**config.mk**
```make
export PLATFORM = sky130hd
export DESIGN_NAME = go_back_n_sender_flat
export DESIGN_NICKNAME = d
export VERILOG_FILES = /design/src/sv/gbn_pkg.sv /design/src/sv/gbn_if.sv /design/src/sv/gbn_alu.sv /design/src/sv/gbn_ctrl.sv /design/src/sv/go_back_n_sender.sv /design/src/flat_wrapper.sv
export SDC_FILE = /design/constraint.sdc
export NUM_CORES = 1
export LEC_CHECK = 0
export BUFFER_PORTS_ARGS = -buffer_cell sky130_fd_sc_hd__buf_2
export CORE_MARGIN = 2
export CORE_UTILIZATION = 25
export CTS_BUF_LIST = sky130_fd_sc_hd__clkbuf_8
export CTS_CLUSTER_DIAMETER = 40
export DETAILED_ROUTE_END_ITERATION = 8
export GPL_TIMING_DRIVEN = 0
export HOLD_SLACK_MARGIN = 0.08
export SYNTH_ARGS = -nofsm -noshare
export SYNTH_HDL_FRONTEND = slang
export SYNTH_SLANG_ARGS = --single-unit
export TNS_END_PERCENT = 50
```
**constraint.sdc**
```tcl
create_clock -name clk -period 7.72 [get_ports clk]
set_input_delay 1.93 -clock clk [delete_from_list [all_inputs] [get_ports clk]]
set_output_delay 1.93 -clock clk [all_outputs]
set_load 0.01 [all_outputs]
```
**src/sv/gbn_pkg.sv**
```systemverilog
// ----------------------------------------------------------------------------
// gbn_pkg
// Types and constants shared by the Go-Back-N sender modules.
// ----------------------------------------------------------------------------
package gbn_pkg;

  localparam int SEQ_W     = 31;
  localparam int TMO_W     = 24;
  localparam int WIN_W     = 6;
  localparam int ACK_W     = 32;
  localparam int ALU_W     = 33;
  localparam int IDX_W     = 2;
  localparam int DATA_W    = 31;
  localparam int MAX_BURST = 32;

  localparam logic [TMO_W-1:0] ELAPSED_MAX = '1;

  localparam logic [SEQ_W-1:0] TOTAL_RST   = 31'd100000;
  localparam logic [TMO_W-1:0] TIMEOUT_RST = 24'd50000;
  localparam logic [WIN_W-1:0] WINDOW_RST  = 6'd32;

  localparam logic CMD_TICK = 1'b0;
  localparam logic CMD_ACK  = 1'b1;

  typedef enum logic [IDX_W-1:0] {
    REG_TOTAL   = 2'd0,
    REG_TIMEOUT = 2'd1,
    REG_WINDOW  = 2'd2
  } reg_idx_t;

  // win is the effective window, already clamped to 1..MAX_BURST
  typedef struct packed {
    logic [SEQ_W-1:0] total;
    logic [TMO_W-1:0] timeout;
    logic [WIN_W-1:0] win;
  } cfg_t;

  typedef struct packed {
    logic [ALU_W-1:0] a;
    logic [ALU_W-1:0] b;
  } alu_req_t;

endpackage

```
**src/sv/gbn_if.sv**
```systemverilog
// ----------------------------------------------------------------------------
// gbn_if
// Valid/ready channels of the Go-Back-N sender: input items and send beats.
// ----------------------------------------------------------------------------
interface gbn_in_if;
  import gbn_pkg::*;

  logic             valid;
  logic             ready;
  logic             command;
  logic [ACK_W-1:0] ack_number;

  modport source (output valid, command, ack_number, input ready);
  modport sink   (input valid, command, ack_number, output ready);
endinterface

interface gbn_out_if;
  import gbn_pkg::*;

  logic             valid;
  logic             ready;
  logic [SEQ_W-1:0] seq_number;
  logic             is_resend;
  logic             last_of_run;
  logic             all_delivered;

  modport source (output valid, seq_number, is_resend, last_of_run, all_delivered,
                  input ready);
  modport sink   (input valid, seq_number, is_resend, last_of_run, all_delivered,
                  output ready);
endinterface

```
**src/sv/gbn_alu.sv**
```systemverilog
// ----------------------------------------------------------------------------
// gbn_alu
// Shared 33-bit subtractor; sign of the difference serves as the compare.
// ----------------------------------------------------------------------------
module gbn_alu (
  input  gbn_pkg::alu_req_t           req,
  output logic [gbn_pkg::ALU_W-1:0]   diff
);
  import gbn_pkg::*;

  assign diff = req.a - req.b;

endmodule

```
**src/sv/gbn_ctrl.sv**
```systemverilog
// ----------------------------------------------------------------------------
// gbn_ctrl
// Sequencer of the Go-Back-N sender: window and timer state, the compare
// steps run through the shared subtractor, and the send beat register.
// ----------------------------------------------------------------------------
module gbn_ctrl (
  input  logic                        clk,
  input  logic                        rst,
  input  gbn_pkg::cfg_t               cfg,
  gbn_in_if.sink                      items,
  gbn_out_if.source                   sends,
  output gbn_pkg::alu_req_t           alu_req,
  input  logic [gbn_pkg::ALU_W-1:0]   alu_d
);
  import gbn_pkg::*;

  typedef enum logic [3:0] {
    S_IDLE,
    S_ACK_LO,
    S_ACK_HI,
    S_ACK_INC,
    S_TICK_INC,
    S_TICK_CMP,
    S_OUTST,
    S_AVAIL,
    S_DONE,
    S_EMIT_RS,
    S_FR_LOAD,
    S_EMIT_FR
  } state_t;

  state_t           state;
  logic [ACK_W-1:0] ack;
  logic [SEQ_W-1:0] base;
  logic [SEQ_W-1:0] next_seq;
  logic             running;
  logic [TMO_W-1:0] elapsed;
  logic             resend;
  logic             ge_base;
  logic [WIN_W-1:0] outst;
  logic [WIN_W-1:0] fresh;
  logic [WIN_W-1:0] rs_left;
  logic [WIN_W-1:0] remain;
  logic             done;
  logic [SEQ_W-1:0] seq;

  logic             ovalid;
  logic [SEQ_W-1:0] oseq;
  logic             oresend;
  logic             olast;
  logic             odone;

  logic             neg;
  logic             slot_free;
  logic             load;
  logic [WIN_W-1:0] room;
  logic [WIN_W-1:0] rs_cnt;
  logic [WIN_W-1:0] run_len;

  assign neg       = alu_d[ALU_W-1];
  assign slot_free = !ovalid || sends.ready;
  assign load      = ((state == S_EMIT_RS) || (state == S_EMIT_FR)) && slot_free;
  assign room      = (cfg.win > outst) ? (cfg.win - outst) : '0;
  assign rs_cnt    = resend ? outst : '0;
  assign run_len   = rs_cnt + fresh;

  assign items.ready         = (state == S_IDLE);
  assign sends.valid         = ovalid;
  assign sends.seq_number    = oseq;
  assign sends.is_resend     = oresend;
  assign sends.last_of_run   = olast;
  assign sends.all_delivered = odone;

  // operand select for the shared subtractor
  always_comb begin
    alu_req.a = '0;
    alu_req.b = '0;
    case (state)
      S_ACK_LO: begin
        alu_req.a = {ack[ACK_W-1], ack};
        alu_req.b = {2'b00, base};
      end
      S_ACK_HI: begin
        alu_req.a = {ack[ACK_W-1], ack};
        alu_req.b = {2'b00, next_seq};
      end
      S_ACK_INC: begin
        alu_req.a = {ack[ACK_W-1], ack};
        alu_req.b = '1;
      end
      S_TICK_CMP: begin
        alu_req.a = {{(ALU_W-TMO_W){1'b0}}, cfg.timeout};
        alu_req.b = {{(ALU_W-TMO_W){1'b0}}, elapsed};
      end
      S_OUTST: begin
        alu_req.a = {2'b00, next_seq};
        alu_req.b = {2'b00, base};
      end
      S_AVAIL: begin
        alu_req.a = {2'b00, cfg.total};
        alu_req.b = {2'b00, next_seq};
      end
      S_DONE: begin
        alu_req.a = {2'b00, base};
        alu_req.b = {2'b00, cfg.total};
      end
      S_EMIT_RS, S_EMIT_FR: begin
        alu_req.a = {2'b00, seq};
        alu_req.b = '1;
      end
      default: begin
        alu_req.a = '0;
        alu_req.b = '0;
      end
    endcase
  end

  always_ff @(posedge clk) begin
    if (rst) begin
      state    <= S_IDLE;
      base     <= '0;
      next_seq <= '0;
      running  <= 1'b0;
      elapsed  <= '0;
      resend   <= 1'b0;
      ovalid   <= 1'b0;
    end else begin
      if (load) begin
        ovalid <= 1'b1;
      end else if (ovalid && sends.ready) begin
        ovalid <= 1'b0;
      end
      case (state)
        S_IDLE: begin
          if (items.valid) begin
            ack    <= items.ack_number;
            resend <= 1'b0;
            state  <= (items.command == CMD_ACK) ? S_ACK_LO : S_TICK_INC;
          end
        end
        S_ACK_LO: begin
          ge_base <= !neg;
          state   <= S_ACK_HI;
        end
        S_ACK_HI: begin
          // ack inside [base, next_seq): running unless ack+1 reaches next_seq
          if (ge_base && neg) begin
            running <= (alu_d != '1);
            elapsed <= '0;
            state   <= S_ACK_INC;
          end else begin
            state <= S_OUTST;
          end
        end
        S_ACK_INC: begin
          base  <= alu_d[SEQ_W-1:0];
          state <= S_OUTST;
        end
        S_TICK_INC: begin
          if (running) begin
            if (elapsed != ELAPSED_MAX) begin
              elapsed <= elapsed + 1'b1;
            end
            state <= S_TICK_CMP;
          end else begin
            state <= S_OUTST;
          end
        end
        S_TICK_CMP: begin
          // timeout - elapsed < 0: fire
          if (neg) begin
            resend  <= 1'b1;
            elapsed <= '0;
          end
          state <= S_OUTST;
        end
        S_OUTST: begin
          outst <= alu_d[WIN_W-1:0];
          state <= S_AVAIL;
        end
        S_AVAIL: begin
          if (neg) begin
            fresh <= '0;
          end else if ((alu_d[ALU_W-2:WIN_W] != '0) || (alu_d[WIN_W-1:0] >= room)) begin
            fresh <= room;
          end else begin
            fresh <= alu_d[WIN_W-1:0];
          end
          state <= S_DONE;
        end
        S_DONE: begin
          done    <= !neg;
          rs_left <= rs_cnt;
          remain  <= run_len;
          seq     <= (rs_cnt != '0) ? base : next_seq;
          // first fresh send from an empty window starts the timer
          if ((fresh != '0) && (outst == '0)) begin
            running <= 1'b1;
            elapsed <= '0;
          end
          if (run_len == '0) begin
            state <= S_IDLE;
          end else if (rs_cnt != '0) begin
            state <= S_EMIT_RS;
          end else begin
            state <= S_EMIT_FR;
          end
        end
        S_EMIT_RS: begin
          if (slot_free) begin
            oseq    <= seq;
            oresend <= 1'b1;
            olast   <= (remain == WIN_W'(1));
            odone   <= done;
            seq     <= alu_d[SEQ_W-1:0];
            rs_left <= rs_left - 1'b1;
            remain  <= remain - 1'b1;
            if (remain == WIN_W'(1)) begin
              state <= S_IDLE;
            end else if (rs_left == WIN_W'(1)) begin
              state <= S_FR_LOAD;
            end
          end
        end
        S_FR_LOAD: begin
          seq   <= next_seq;
          state <= S_EMIT_FR;
        end
        S_EMIT_FR: begin
          if (slot_free) begin
            oseq     <= seq;
            oresend  <= 1'b0;
            olast    <= (remain == WIN_W'(1));
            odone    <= done;
            seq      <= alu_d[SEQ_W-1:0];
            next_seq <= alu_d[SEQ_W-1:0];
            remain   <= remain - 1'b1;
            if (remain == WIN_W'(1)) begin
              state <= S_IDLE;
            end
          end
        end
        default: begin
          state <= S_IDLE;
        end
      endcase
    end
  end

endmodule

```
**src/sv/go_back_n_sender.sv**
```systemverilog
// ----------------------------------------------------------------------------
// go_back_n_sender
// Go-Back-N sequence-number core: window base, next sequence number and
// retransmission timer, driven by tick and acknowledgement items.
// ----------------------------------------------------------------------------
// Usage:
//   items : one beat per input item; command 0 is a time tick, 1 carries a
//           cumulative ack in ack_number.
//   sends : one beat per sequence number to transmit; a timeout resend of the
//           outstanding range comes first (is_resend set), then fresh numbers.
//           last_of_run marks the final beat caused by an item.
//   wr_en/wr_index/wr_data : register writes (total, timeout, window), only
//           while no item is in flight.
// Timing: after an item is taken, the compare steps run through the one
//   shared subtractor, then one beat is loaded per cycle while sends is not
//   stalled, with the FR_LOAD step between a resend run and a fresh run.
//   items.ready returns once the last beat sits in the output register; an
//   item causes at most 32 beats.
// Reset: window base, next sequence number and timer clear; the registers
//   take their defaults (100000 packets, 50000 ticks, window 32).
// A stall on sends holds the beat register, and the sequencer in its emit states.
// ----------------------------------------------------------------------------
module go_back_n_sender #(
  parameter int WINDOW = 32
) (
  input  logic                         clk,
  input  logic                         rst,
  gbn_in_if.sink                       items,
  gbn_out_if.source                    sends,
  input  logic                         wr_en,
  input  logic [gbn_pkg::IDX_W-1:0]    wr_index,
  input  logic [gbn_pkg::DATA_W-1:0]   wr_data
);
  import gbn_pkg::*;

  localparam int WIN_CAP = (WINDOW < MAX_BURST) ? WINDOW : MAX_BURST;

  logic [SEQ_W-1:0] total_packets;
  logic [TMO_W-1:0] timeout_ticks;
  logic [WIN_W-1:0] window_in_use;

  cfg_t             cfg;
  alu_req_t         alu_req;
  logic [ALU_W-1:0] alu_d;

  always_ff @(posedge clk) begin
    if (rst) begin
      total_packets <= TOTAL_RST;
      timeout_ticks <= TIMEOUT_RST;
      window_in_use <= WINDOW_RST;
    end else if (wr_en) begin
      case (reg_idx_t'(wr_index))
        REG_TOTAL:   total_packets <= wr_data[SEQ_W-1:0];
        REG_TIMEOUT: timeout_ticks <= wr_data[TMO_W-1:0];
        REG_WINDOW:  window_in_use <= wr_data[WIN_W-1:0];
        default: begin
        end
      endcase
    end
  end

  // zero window acts as one; cap at the parameter and the burst limit
  always_comb begin
    cfg.total   = total_packets;
    cfg.timeout = timeout_ticks;
    if (window_in_use == '0) begin
      cfg.win = WIN_W'(1);
    end else if (window_in_use > WIN_W'(WIN_CAP)) begin
      cfg.win = WIN_W'(WIN_CAP);
    end else begin
      cfg.win = window_in_use;
    end
  end

  gbn_alu u_alu (
    .req  (alu_req),
    .diff (alu_d)
  );

  gbn_ctrl u_ctrl (
    .clk     (clk),
    .rst     (rst),
    .cfg     (cfg),
    .items   (items),
    .sends   (sends),
    .alu_req (alu_req),
    .alu_d   (alu_d)
  );

`ifndef SYNTHESIS
  // an accepted item keeps the sequencer busy in the next cycle
  a_busy_after_item: assert property (@(posedge clk) disable iff (rst)
    items.valid && items.ready |=> !items.ready)
    else $error("ready stayed high after an item was taken");

  // a beat still waiting while idle must close its run
  a_idle_beat_last: assert property (@(posedge clk) disable iff (rst)
    items.ready && sends.valid |-> sends.last_of_run)
    else $error("pending beat without last_of_run while idle");

  // a resend beat never follows an unfinished fresh beat of the same run
  a_resend_order: assert property (@(posedge clk) disable iff (rst)
    sends.valid && sends.ready && !sends.is_resend && !sends.last_of_run
      |=> !(sends.valid && sends.is_resend))
    else $error("resend beat after a fresh beat in one run");

  a_reset_quiet: assert property (@(posedge clk)
    rst |=> !sends.valid && items.ready)
    else $error("sender not quiet after reset");
`endif

endmodule

```
**src/flat_wrapper.sv**
```systemverilog
// flat-port wrapper written by rule: the top's interface ports become plain ports
module go_back_n_sender_flat import gbn_pkg::*;
#(
  parameter int WINDOW = 32
)
  (clk, rst, wr_en, wr_index, wr_data, items_valid, items_command, items_ack_number, items_ready, sends_valid, sends_seq_number, sends_is_resend, sends_last_of_run, sends_all_delivered, sends_ready);
  gbn_in_if items_i ();
  gbn_out_if sends_i ();
  input  logic clk;
  input  logic rst;
  input  logic wr_en;
  input  logic [gbn_pkg::IDX_W-1:0] wr_index;
  input  logic [gbn_pkg::DATA_W-1:0] wr_data;
  input wire logic [$bits(items_i.valid)-1:0] items_valid;
  input wire logic [$bits(items_i.command)-1:0] items_command;
  input wire logic [$bits(items_i.ack_number)-1:0] items_ack_number;
  output wire logic [$bits(items_i.ready)-1:0] items_ready;
  output wire logic [$bits(sends_i.valid)-1:0] sends_valid;
  output wire logic [$bits(sends_i.seq_number)-1:0] sends_seq_number;
  output wire logic [$bits(sends_i.is_resend)-1:0] sends_is_resend;
  output wire logic [$bits(sends_i.last_of_run)-1:0] sends_last_of_run;
  output wire logic [$bits(sends_i.all_delivered)-1:0] sends_all_delivered;
  input wire logic [$bits(sends_i.ready)-1:0] sends_ready;
  assign items_i.valid = items_valid;
  assign items_i.command = items_command;
  assign items_i.ack_number = items_ack_number;
  assign items_ready = items_i.ready;
  assign sends_valid = sends_i.valid;
  assign sends_seq_number = sends_i.seq_number;
  assign sends_is_resend = sends_i.is_resend;
  assign sends_last_of_run = sends_i.last_of_run;
  assign sends_all_delivered = sends_i.all_delivered;
  assign sends_i.ready = sends_ready;
  go_back_n_sender #(.WINDOW(WINDOW)) u_core (.clk(clk), .rst(rst), .items(items_i), .sends(sends_i), .wr_en(wr_en), .wr_index(wr_index), .wr_data(wr_data));
endmodule
```
==> impl_results.md <==
* RSZ-0062 raised after global routing: no
* Postcts setup bufs at 0
* Slew margin rel. at 8.60%
* Yosys warns at 0
* Post-CTS Hold Fix Bufs at 0
* Placed cell areas at 17,000 µm²
* Iter 0 DRT Violations at 2,151
* Core area at 61,400 µm²
* TritonCTS buffer count at 56
* Nets@finish at 2,037
* Final Instance Area at 18,100 µm²
* Sequential area share after synthesis at 44.0%
* Via Count at 15,400
* Clock Sinks at 277
* Layout cells sized above 1 at 12.0%
* Multi-input gate area at 7950 µm²
* Syn_nets at 1,870
* Die X at 252 µm
* Post-synth top area cell: edfxtp_1
* Min-delay worst type: reg -> reg
* Distinct cells, synth at 70
* Ports at 107
* Fin cells at 2,748
* Via density at 5.62
* Final setup fails at 0
* Gpl congestion at 0.986
* Pwr/cell area at 484 nW/µm²
* Final Hold Fails at 0
* Crit path time final at 7.68 ns
* Pre-antenna DRT Iters at 7
* Global-route wire length before repair at 97.5 mm
* Die area at 63,600 µm²
* FF-to-FF path depth at 21
* DRC at 0
* Post-synth EDFFs at 123
* Fillers at 6,496
* Area contributors post-synth: edfxtp_1 24%, dfxtp_1 20%, nand2_1 6.9%, a21oi_1 5.7%, a22oi_1 4.7%
* CTS tree: done
* Pin count of the biggest net entering global routing at 32
* DRT Wirelength at 66.6 mm
* Starting Density at 25.1%
* GRT Total Usage at 20.6%
* Initial antenna violation count at 3
* Fmax at 130 MHz
* Ys async rst share at 0%
* H-tree Lvls at 2
* Top cells by count, synth: 283 x nand2_1, 177 x a21oi_1, 154 x dfxtp_1
* Tcrit/Tclk final at 99.5%
* Final count of pins violating max slew at 0
* Crit. End Element: register
* Crit start category: register
* Max VDD drop at 212 µV
* Clk_skew at 0.0236 ns
* CP Data Required Time at 8.09 ns
* Drt wl/cell at 24.2 µm
* Register area at 6780 µm²
* Std-Cell Rows at 91
* Post-synthesis instance total at 1,742
* Clock root buffer: clkbuf_8
* Most frequent cell after synthesis: nand2_1
* Clock Tree Buf Depth at 3
* Port-buffer cells at 105
* Global route overflow at 0
* Detail Placement HPWL at 49.7 mm
* Post-Syn Area at 15,400 µm²
* Max-Cap Viols at 0
* Vias in the first global route at 14,900
* Setup Crit Path Kind: reg -> reg
* Clk Latency, worst-skew pair at 0.67 ns
* Die Height at 252 µm
* #FFs+latches synth at 277
* Yosys top cell area share at 24.0%
* Clock transition at path regs at 0.06 ns
* Hold path depth at 2
* Worst Tran Pin Value at 1.36 ns
* CP Max Fanout at 10
* DP Cell Count at 2,641
* Area Overhead vs Synth at 17.7%
* LEAKAGE at 6.71 nW
* ANT nets after route at 0
* Outcome: completed
* Syn Area/Cell at 8.85 µm²
* Main synth FF type: dfxtp_1
* WHS at 0.460 ns
* Critical path arrival at 8.05 ns
-- critical path, cell delays in order (launching register included) --
cell       delay (ns)
dfxtp_1          0.40
clkbuf_1         0.37
nor2b_1          0.18
clkbuf_1         0.35
and2_1           0.19
clkbuf_1         0.38
clkbuf_2         0.50
buf_1            0.77
a22oi_1          0.17
nand3_1          0.16
ha_1             0.31
o2111ai_1        0.21
a21boi_0         0.25
nor2_2           0.57
ha_1             0.36
a21oi_1          0.31
and4_1           0.26
o2111a_1         0.17
nor4b_1          0.41
nand4b_1         0.23
nor4_4           0.62
mux2i_1          0.20
-- through the flow --
step / setup WS, ns / utilization (%) / TNS (ns) / total power [mW]
3_3_place_gp: -0.0118 / 27.6 / -0.0482 / 6.97
2_1_floorplan: 2.64 / - / 0 / 5.26
3_5_place_dp: -0.135 / 27.7 / -0.657 / 7.01
5_1_grt: 0.0223 / 29.5 / 0 / 9.21
6_report: 0.0401 / 29.5 / 0 / 8.78
4_1_cts: 0.0717 / 29.5 / 0 / 8.59
-- cell type report --
cell class              count  share of cell area, %
diodes                      1                 0.0138
plain buffers             121                   2.88
clock buffers              61                   4.63
clock inverters            45                   1.67
inverters                  49                   1.01
multi-input cells        1295                   43.8
flip-flops and latches    277                   37.4
well taps                 790                   5.45
repair buffers            109                   3.15
-- sequential cells by signal, indices dropped and copies added (netlist names), 4 cells and up --
signal	count
u_core.u_ctrl.outst	6
u_core.u_ctrl.base	31
u_core.u_ctrl.next_seq	31
u_core.u_ctrl.elapsed	24
u_core.u_ctrl.seq	31
u_core.u_ctrl.sends.seq_number	31
u_core.window_in_use	6
u_core.u_ctrl.rs_left	6
u_core.u_ctrl.fresh	6
u_core.u_ctrl.state	4
u_core.u_ctrl.remain	6
u_core.u_ctrl.ack	32
u_core.total_packets	31
u_core.timeout_ticks	24
-- kinds of logic after synthesis --
| group | count (synthesis) | share of synthesized area (%) |
|---|---|---|
| DFF | 277 | 44.0 |
| adders and majority gates | 57 | 4.77 |
| muxes | 24 | 1.60 |
| and+or+nand+nor | 637 | 19.0 |
| buffers and inverters | 170 | 4.56 |
| AOI/OAI and AO/OA | 529 | 23.3 |
| xor gates and xnor gates | 48 | 2.73 |
-- report_power, final --
| part | total [mW] | internal (mW) | switching, mW | leakage (nW) |
|---|---|---|---|---|
| sequential | 1.82 | 1.71 | 0.109 | 2.37 |
| combinational | 5.41 | 1.61 | 3.81 | 3.69 |
| clock | 1.55 | 0.837 | 0.714 | 0.650 |
-- repair_timing --
| item | 4_1_cts | 5_1_grt |
|---|---|---|
| pin swaps | 0 | 0 |
| resized for setup | 1 | 6 |
| endpoints found under the setup margin | 6 | 6 |
-- cells in the final DEF, fill, tap and decap left out, drive strengths merged, types with 21 or more instances in the layout --
master  netlist  routed
edfxtp      123     123
nand3        52      52
o21ai        57      57
dfxtp       154     154
nand2       284     284
nor2        137     137
clkinv        0      21
a222oi       21      21
a221o        33      33
ha           54      54
buf          23     131
inv          49      67
xnor2        28      28
a21oi       179     179
nor3         34      34
clkbuf       98     160
a22oi        96      96
a221oi       25      25
-- path summary, 6_finish.rpt --
path                                              start                                    end  slack (ns)
setup / recovery    u_core.u_ctrl.state[3]$_SDFFE_PP0P_   u_core.u_ctrl.fresh[0]$_SDFFCE_PN0P_        0.04
setup reg to reg    u_core.u_ctrl.state[3]$_SDFFE_PP0P_   u_core.u_ctrl.fresh[0]$_SDFFCE_PN0P_        0.04
hold / removal    u_core.timeout_ticks[17]$_SDFFE_PP0P_  u_core.timeout_ticks[17]$_SDFFE_PP0P_        0.46
hold reg to reg   u_core.timeout_ticks[17]$_SDFFE_PP0P_  u_core.timeout_ticks[17]$_SDFFE_PP0P_        0.46
-- metal layers --
| layer | part of all wire [%] | GRT usage (%) |
|---|---|---|
| met3 | 10 | 3.61 |
| met1 | 43 | 28.3 |
| met2 | 43 | 31.5 |
| met4 | 4.4 | 9.25 |
| met5 | 0.020 | 0 |
(Power assumes the default switching activity.)
